==> src/sv/isr64_pkg.sv <==
// Shared constants for the 64-bit integer square root unit.
package isr64_pkg;

    localparam int RAD_W              = 64;
    localparam int ROOT_W             = 32;
    localparam int DEF_RADICAND_WIDTH = 64;

endpackage

==> src/sv/integer_square_root_64_unit.sv <==
// Top level of the pipelined 64-bit integer square root unit.
//
// Usage:
//   Drive radicand and raise start for one cycle per request. A request is
//   taken at every rising edge where start is high and busy is low; busy
//   stays low, so a new request may enter every cycle.
//   Each request produces one result: root holds floor(sqrt(radicand)) for
//   exactly one cycle while done is high. Results come out in request order.
//   Structure: one registered pipeline stage per root digit (one compare and
//   subtract per stage).
//   Throughput: one request per cycle.
//   Radicand bits at or above RADICAND_WIDTH are ignored.
//   The receiver cannot stall: done is a strobe and root must be taken in
//   that cycle.
//   Reset clears every stage valid bit; requests in flight are dropped and
//   done stays low until new requests have passed through.
module integer_square_root_64_unit #(
    parameter int RADICAND_WIDTH = isr64_pkg::DEF_RADICAND_WIDTH
) (
    input  logic                           clk,
    input  logic                           rst_n,
    input  logic                           start,
    output logic                           busy,
    input  logic [isr64_pkg::RAD_W-1:0]    radicand,
    output logic                           done,
    output logic [isr64_pkg::ROOT_W-1:0]   root
);

    import isr64_pkg::*;

    localparam int STEPS    = (RADICAND_WIDTH + 1) / 2;
    localparam int REM_W    = STEPS + 2;
    localparam int RAD_BITS = 2 * STEPS;

    logic                accept;
    logic [RAD_BITS-1:0] rad_masked;

    logic                valid_chain [STEPS+1];
    logic [REM_W-1:0]    rem_chain   [STEPS+1];
    logic [STEPS-1:0]    root_chain  [STEPS+1];
    logic [RAD_BITS-1:0] rad_chain   [STEPS+1];

    assign busy   = 1'b0;
    assign accept = start && !busy;

    // drop radicand bits at or above the configured width
    assign rad_masked = radicand[RAD_BITS-1:0]
                      & ({RAD_BITS{1'b1}} >> (RAD_BITS - RADICAND_WIDTH));

    assign valid_chain[0] = accept;
    assign rem_chain[0]   = '0;
    assign root_chain[0]  = '0;
    assign rad_chain[0]   = rad_masked;

    for (genvar g = 0; g < STEPS; g++)
    begin : g_stage
        isr64_stage #(
            .STEPS (STEPS)
        ) u_stage (
            .clk       (clk),
            .rst_n     (rst_n),
            .valid_in  (valid_chain[g]),
            .rem_in    (rem_chain[g]),
            .root_in   (root_chain[g]),
            .rad_in    (rad_chain[g]),
            .valid_out (valid_chain[g+1]),
            .rem_out   (rem_chain[g+1]),
            .root_out  (root_chain[g+1]),
            .rad_out   (rad_chain[g+1])
        );
    end

    assign done = valid_chain[STEPS];
    assign root = ROOT_W'(root_chain[STEPS]);

`ifndef SYNTH
    a_never_busy: assert property (@(posedge clk) disable iff (!rst_n)
        !busy)
        else $error("busy raised on a pipeline that never stalls");

    a_root_low: assert property (@(posedge clk) disable iff (!rst_n)
        done |-> ((64'(root) * 64'(root)) <= 64'($past(rad_masked, STEPS))))
        else $error("root squared exceeds the radicand");

    a_root_high: assert property (@(posedge clk) disable iff (!rst_n)
        done |-> (((65'(root) + 65'd1) * (65'(root) + 65'd1))
                  > 130'($past(rad_masked, STEPS))))
        else $error("root plus one squared does not exceed the radicand");
`endif

endmodule

==> src/sv/isr64_stage.sv <==
// One registered digit step of the restoring square root pipeline.
module isr64_stage #(
    parameter int STEPS = 32
) (
    input  logic                 clk,
    input  logic                 rst_n,
    input  logic                 valid_in,
    input  logic [STEPS+1:0]     rem_in,
    input  logic [STEPS-1:0]     root_in,
    input  logic [2*STEPS-1:0]   rad_in,
    output logic                 valid_out,
    output logic [STEPS+1:0]     rem_out,
    output logic [STEPS-1:0]     root_out,
    output logic [2*STEPS-1:0]   rad_out
);

    localparam int REM_W = STEPS + 2;
    localparam int RAD_BITS = 2 * STEPS;

    logic                valid_reg;
    logic [REM_W-1:0]    rem_reg;
    logic [REM_W-1:0]    rem_next;
    logic [STEPS-1:0]    root_reg;
    logic [STEPS-1:0]    root_next;
    logic [RAD_BITS-1:0] rad_reg;
    logic [RAD_BITS-1:0] rad_next;
    logic [REM_W-1:0]    rem_sh;
    logic [REM_W-1:0]    trial;
    logic                ge;

    always_comb
    begin
        // bring down the next radicand pair; the top two remainder bits are always zero
        rem_sh    = {rem_in[REM_W-3:0], rad_in[RAD_BITS-1 -: 2]};
        trial     = {root_in, 2'b01};
        ge        = (rem_sh >= trial);
        rem_next  = ge ? (rem_sh - trial) : rem_sh;
        root_next = (root_in << 1) | STEPS'(ge);
        rad_next  = rad_in << 2;
    end

    always_ff @(posedge clk or negedge rst_n)
    begin
        if (!rst_n)
        begin
            valid_reg <= 1'b0;
        end
        else
        begin
            valid_reg <= valid_in;
        end
    end

    always_ff @(posedge clk)
    begin
        rem_reg  <= rem_next;
        root_reg <= root_next;
        rad_reg  <= rad_next;
    end

    assign valid_out = valid_reg;
    assign rem_out   = rem_reg;
    assign root_out  = root_reg;
    assign rad_out   = rad_reg;

`ifndef SYNTH
    a_valid_follows: assert property (@(posedge clk) disable iff (!rst_n)
        valid_reg |-> $past(valid_in))
        else $error("stage valid without a request one cycle earlier");

    a_rem_bound: assert property (@(posedge clk) disable iff (!rst_n)
        valid_reg && (rem_in <= REM_W'({root_in, 1'b0})) |=>
            (rem_reg <= REM_W'({root_reg, 1'b0})))
        else $error("stage remainder exceeds twice the partial root");

    a_rem_fits: assert property (@(posedge clk) disable iff (!rst_n)
        valid_reg && (rem_reg <= REM_W'({root_reg, 1'b0})) |->
            (rem_reg[REM_W-1 -: 2] == 2'b00 || root_reg[STEPS-1]))
        else $error("stage remainder spills into the dropped bits");
`endif

endmodule

==> config.mk <==
export PLATFORM = sky130hd
export DESIGN_NAME = integer_square_root_64_unit
export DESIGN_NICKNAME = d
export VERILOG_FILES = /design/src/sv/isr64_pkg.sv /design/src/sv/integer_square_root_64_unit.sv /design/src/sv/isr64_stage.sv
export SDC_FILE = /design/constraint.sdc
export NUM_CORES = 2
export LEC_CHECK = 0
export ABC_AREA = 0
export BUFFER_PORTS_ARGS = -buffer_cell sky130_fd_sc_hd__buf_2
export CAP_MARGIN = 20
export CORE_ASPECT_RATIO = 0.6
export CORE_MARGIN = 2
export CORE_UTILIZATION = 35
export DETAILED_ROUTE_END_ITERATION = 8
export SYNTH_ARGS = -nofsm -noshare
export SYNTH_HDL_FRONTEND = slang
export SYNTH_SLANG_ARGS = --single-unit
==> constraint.sdc <==
create_clock -name clk -period 4.41 [get_ports clk]
set_input_delay 0 -clock clk [delete_from_list [all_inputs] [get_ports clk]]
set_output_delay 0 -clock clk [all_outputs]
set_load 0.02 [all_outputs]
* After elaboration in Yosys (flattened, before gate mapping)
Cells that the tools add are included.
** Word-level totals
- Register bits :: 2950
- Input bits :: 67
- Logic and storage cells :: 252
** Cells by class
- $add $sub $neg :: 31
- $lt $le $gt $ge :: 32
- Multiplexer cells :: 31
- Bitwise operators :: 31
** Operators with widths (number)
- $ge A34 B34 Y1 :: 29
- $mux W32 :: 30
- $or A32 B1 Y32 :: 29
- $sub A32 B32 Y32 :: 28
- $ge A34 B3 Y1 :: 1
- $ge A34 B4 Y1 :: 1
- $sub A32 B3 Y32 :: 1
- $sub A32 B4 Y32 :: 1
- $or A3 B1 Y3 :: 1
- $sub A2 B1 Y3 const B :: 1
- $ge A2 B1 Y1 const B :: 1
- $mux W2 :: 1
- $or A2 B1 Y2 :: 1

* Logic depth before layout (Yosys ltp)
- Depth after elaboration :: 2
- Gate-level depth with buffers :: 15

* Hierarchy
Synthesis repeated with hierarchy kept, for this count alone.
** Unflattened totals
- Cell total of the unflattened synthesis :: 15647
- Area total of the unflattened synthesis :: 158110.4 µm²
** Modules (own cells, without submodules)
- isr64_stage at g_stage[21].u_stage ... :: instances 19, cells each 495, area each 4917.2 µm², seq. area each 2587.5 µm²
- isr64_stage at g_stage[0].u_stage ... :: instances 13, cells each 480, area each 4974.8 µm², seq. area each 2587.5 µm²
- integer_square_root_64_unit :: instances 1, cells each 2, area each 11.3 µm², seq. area each 0.0 µm²

* Worst setup path after synthesis
OpenSTA, ideal clock, no wires.
- Kind :: register to register
- From :: register g_stage[26].u_stage.root_reg[5]
- To :: register g_stage[27].u_stage.rem_reg[22]
- Data arrival time :: 3029 ps
- Data required time :: 4278 ps
- Path slack :: 1249 ps
- Stages on the path, launching flop included :: 14
- Clock period less this slack :: 3161 ps
- Path through :: dfxtp_1 -> inv_1 -> ha_1 -> a211o_1 -> o31a_1 -> a221o_1 -> a31oi_1 -> a31oi_1 -> a21oi_1 -> o31ai_1 -> clkbuf_1 -> buf_1 -> nor2_1 -> a21oi_1
** Between the ends
- Longest elaborated chain between the ends :: 2
** RTL lines
- from (decl) :: RTL line isr64_stage.sv:23 : logic [STEPS-1:0] root_reg;
- from (signal assigned) :: RTL line isr64_stage.sv:57 : root_reg <= root_next;
- $sub A32 B32 Y32 / $ge A34 B34 Y1 (equally long branches) :: RTL line isr64_stage.sv:37, isr64_stage.sv:36
- $mux W32 (*) :: RTL line isr64_stage.sv:37 : rem_next = ge ? (rem_sh - trial) : rem_sh;
- via g_stage[27].u_stage.rem_next[22] :: RTL line isr64_stage.sv:22 : logic [REM_W-1:0] rem_next;
- to (signal assigned) :: RTL line isr64_stage.sv:56 : rem_reg <= rem_next;
- to (decl) :: RTL line isr64_stage.sv:21 : logic [REM_W-1:0] rem_reg;
The timed path passes the listed nets; every way through them passes the cells marked *.
A chain may end at the register's enable or synchronous reset.

* Worst setup path in the final report
- From :: register g_stage[28].u_stage.root_reg[7]
- To :: register g_stage[29].u_stage.rem_reg[1]
** Between the ends
- Longest elaborated chain between the ends :: 2
** RTL lines
- from (decl) :: RTL line isr64_stage.sv:23
- from (signal assigned) :: RTL line isr64_stage.sv:57
- $ge A34 B34 Y1 :: RTL line isr64_stage.sv:36 : ge = (rem_sh >= trial);
- $mux W32 :: RTL line isr64_stage.sv:37
- via g_stage[29].u_stage.rem_next[1] :: RTL line isr64_stage.sv:22
- to (signal assigned) :: RTL line isr64_stage.sv:56
- to (decl) :: RTL line isr64_stage.sv:21
The timed path passes the listed nets, and every way through them passes these cells.

==> impl_metrics.env <==
export IMPL_outcome="completed"
export IMPL_wl_met3_um=14800
export IMPL_dr_pass1_iters=7
export IMPL_rsz0062_at_grt="false"
export IMPL_drtAntennaViolNets=0
export IMPL_path_clk_slew_ps=70
export IMPL_power_density_nw_per_um2=578
export IMPL_final_setup_viol_count=0
export IMPL_arrival_ps=4770
export IMPL_layout_setup_ws_ps=453
export IMPL_m1WireLength_um=114000
export IMPL_async_flop_share_pct=1.28
export IMPL_cp_top_family="compound AO/OA/AOI/OAI gates"
export IMPL_r2r_end="g_stage[29].u_stage.rem_out[1]"
export IMPL_vias=61387
export IMPL_drc=0
export IMPL_top_layer="met4"
export IMPL_clockRootBuffer="clkbuf_16"
export IMPL_insertion_delay_ps=910
export IMPL_whs_ps=248
export IMPL_die_width_um=660
export IMPL_endpoint_kind="flip-flop"
export IMPL_ys_flop_type="dfxtp_1"
export IMPL_yosysSeqAreaShare_pct=55.6
export IMPL_die_y_um=397
export IMPL_synthToLayoutAreaGrowth_pct=15.6
export IMPL_cts_sinks=2498
export IMPL_fin_setup_tns_ps=0
export IMPL_nNetsFinal=9814
export IMPL_place_congestion=0.916
export IMPL_core_um2=257000
export IMPL_min_to="g_stage[0].u_stage.rad_out[37]"
export IMPL_worst_path_max_delay_cell="a22oi_1"
export IMPL_ir_drop_v=0.000357
export IMPL_hpwlAfterDp_um=151000
export IMPL_layout_drive_gt1_share_pct=7.79
export IMPL_grt_max_degree=53
export IMPL_wl_per_cell_um=15.8
export IMPL_syn_inst=8817
export IMPL_r2r_slack_ps=450
export IMPL_dr_wl_met2_um=70300
export IMPL_cts_tree="built"
export IMPL_worstHoldPathType="in -> reg"
export IMPL_holdPathStages=3
export IMPL_globalRouteTotalUtil_pct=15.1
export IMPL_viasPerCell=4.79
export IMPL_startpoint_type="flip-flop"
export IMPL_cts_buffers=229
export IMPL_synth_cell_types=89
export IMPL_fmax_mhz=253
export IMPL_crit_path_max_fanout=21
export IMPL_power_leakage_uw=0.0488
export IMPL_max_stage_delay_ps=480
export IMPL_min_period_ps=3960
export IMPL_hold_viol_final=0
export IMPL_crit_chain="inv_1, ha_1, a21o_1, a2111oi_0, nor3_1, a22oi_1, o211ai_1, o22a_1, a22o_1, nor2_4, buf_4, mux2i_1"
export IMPL_grt_pass1_vias=58640
export IMPL_nFillCells=24481
export IMPL_critPathBufInv=2
export IMPL_slew_viol_final=0
export IMPL_cts_buffer_depth=4
export IMPL_synth_top_area_share_pct=54.7
export IMPL_hp_start="radicand[35]"
export IMPL_cts_htree_levels=4
export IMPL_ios=101
export IMPL_drtIter0Drc=5059
export IMPL_start_util_pct=35.2
export IMPL_tightest_slew_ps=917
export IMPL_synth_top_cell_by_area="dfxtp_1"
export IMPL_grt_pass1_wl_um=323000
export IMPL_fin_skew_ps=96.9
export IMPL_rows=144
export IMPL_yosysMostFrequentCell="dfxtp_1"
export IMPL_r2r_cells=12
export IMPL_ys_warn_count=0
export IMPL_wl_um=203000
export IMPL_synth_area_um2=90300
export IMPL_r2r_start="g_stage[28].u_stage.root_out[7]"
export IMPL_cp_required_ps=5220
export IMPL_synth_area_leaders="dfxtp_1 (55%), ha_1 (7.8%), xnor2_1 (4.0%), xor2_1 (3.7%), a21oi_1 (3.0%)"
export IMPL_relSlewSlack_pct=37.3
export IMPL_dieArea_um2=262000
export IMPL_avgSynthCellArea_um2=10.2
export IMPL_antenna_found_initial=4
export IMPL_synth_edff_count=0
export IMPL_pre_cts_slack_ps=589
export IMPL_crit_type="reg -> reg"
export IMPL_drv_cap=0
export IMPL_synth_common_cells="dfxtp_1 (2466), inv_1 (690), nand2_1 (626), ha_1 (561), nor2_1 (551)"
export IMPL_period_share_pct=89.7
export IMPL_io_buffers=99
export IMPL_overflow=0
export IMPL_ys_seq_elements=2498
## registers in the layout, summed over array words and instances (netlist names)
signal                     cells
g_stage.u_stage.valid_out     32
g_stage.u_stage.root_out     528
g_stage.u_stage.rem_out      946
g_stage.u_stage.rad_out      992
## layout make-up
type / instances / area (µm²) / area share [%]
clock inverters: 139 / 1640 / 1.58
inverters: 692 / 2600 / 2.49
multi-input cells: 5465 / 37000 / 35.4
well taps: 3431 / 4290 / 4.11
clock buffers: 285 / 6260 / 6.00
flip-flops and latches: 2498 / 50200 / 48.1
diodes: 1 / 2.50 / 0.00240
repair buffers: 300 / 2410 / 2.31
## cell usage in the layout (no fill, tap or decap), types with 79 or more instances in the layout
cell type and count:
nand2_1 626, nand2b_1 100, o21a_1 108, dlygate4sd3_1 133, a21o_1 237, nor3_1 234
buf_2 99, clkbuf_16 230, nand4_1 97, nor2_1 550, xor2_1 386, nand3_1 116
nor2b_1 79, dfxtp_1 2466, xnor2_1 413, nor4_1 105, a21oi_1 550, ha_1 561
o21ai_0 452, inv_1 690
## how the worst max path moves through the flow
stage                               startpoint                         endpoint  slack (ps)  depth (start not counted)
6_report       g_stage[28].u_stage.root_out[7]   g_stage[29].u_stage.rem_out[1]         450                         12
5_1_grt        g_stage[12].u_stage.root_out[0]  g_stage[13].u_stage.rem_out[25]         190                         12
4_1_cts        g_stage[28].u_stage.root_out[7]   g_stage[29].u_stage.rem_out[1]         530                         12
3_5_place_dp   g_stage[28].u_stage.root_out[7]   g_stage[29].u_stage.rem_out[1]         590                         12
3_3_place_gp   g_stage[28].u_stage.root_out[7]   g_stage[29].u_stage.rem_out[3]         540                         11
2_1_floorplan  g_stage[26].u_stage.root_out[5]  g_stage[27].u_stage.rem_out[22]        1250                         13
## stage by stage
| stage | total power, µW | cells | cell area (µm²) | util [%] |
|---|---|---|---|---|
| after global placement | 39700 | 12250 | 95100 | 37.1 |
| after CTS | 60800 | 12808 | 104000 | 40.7 |
| after detailed placement | 39800 | 12250 | 95100 | 37.1 |
| after floorplan | 36400 | 8818 | 90300 | - |
| final | 60300 | 12811 | 104000 | 40.7 |
| after global routing | 63500 | 12810 | 104000 | 40.7 |
## tightest hold or removal path, cell delays in order
cell           delay (ps)
dlygate4sd3_1         520
buf_2                  90
dlygate4sd3_1         520
## layer usage
| layer | vias to the layer above | global-route usage [%] |
|---|---|---|
| li1 | 30862 | - |
| met2 | 1761 | 18.7 |
| met4 | 0 | 3.36 |
| met5 | - | 0 |
| met3 | 295 | 3.12 |
| met1 | 28469 | 25.3 |
## where the power goes
group          internal, µW  leakage (µW)  switching (µW)  total (µW)
logic                  4610        0.0239            5930       10500
clock network         11700       0.00385            8830       20500
registers             26300        0.0210            2880       29200
total                 42600        0.0488           17600       60300
## logic make-up after synthesis
| kind of cell | share of synthesized area [%] |
|---|---|
| mux | 1.04 |
| buf+inv | 3.58 |
| simple gates | 12.2 |
| flops | 55.6 |
| other cells | 0.00415 |
| xor+xnor | 7.75 |
| compound gates | 12.1 |
| fa+ha+maj | 7.77 |
## what timing repair did
action	CTS	global route
hold endpoints to repair	98	0
hold buffers	134	0
gates resized for setup	0	0
setup buffers	0	0
No activity file was read; power rests on OpenSTA's default activity.
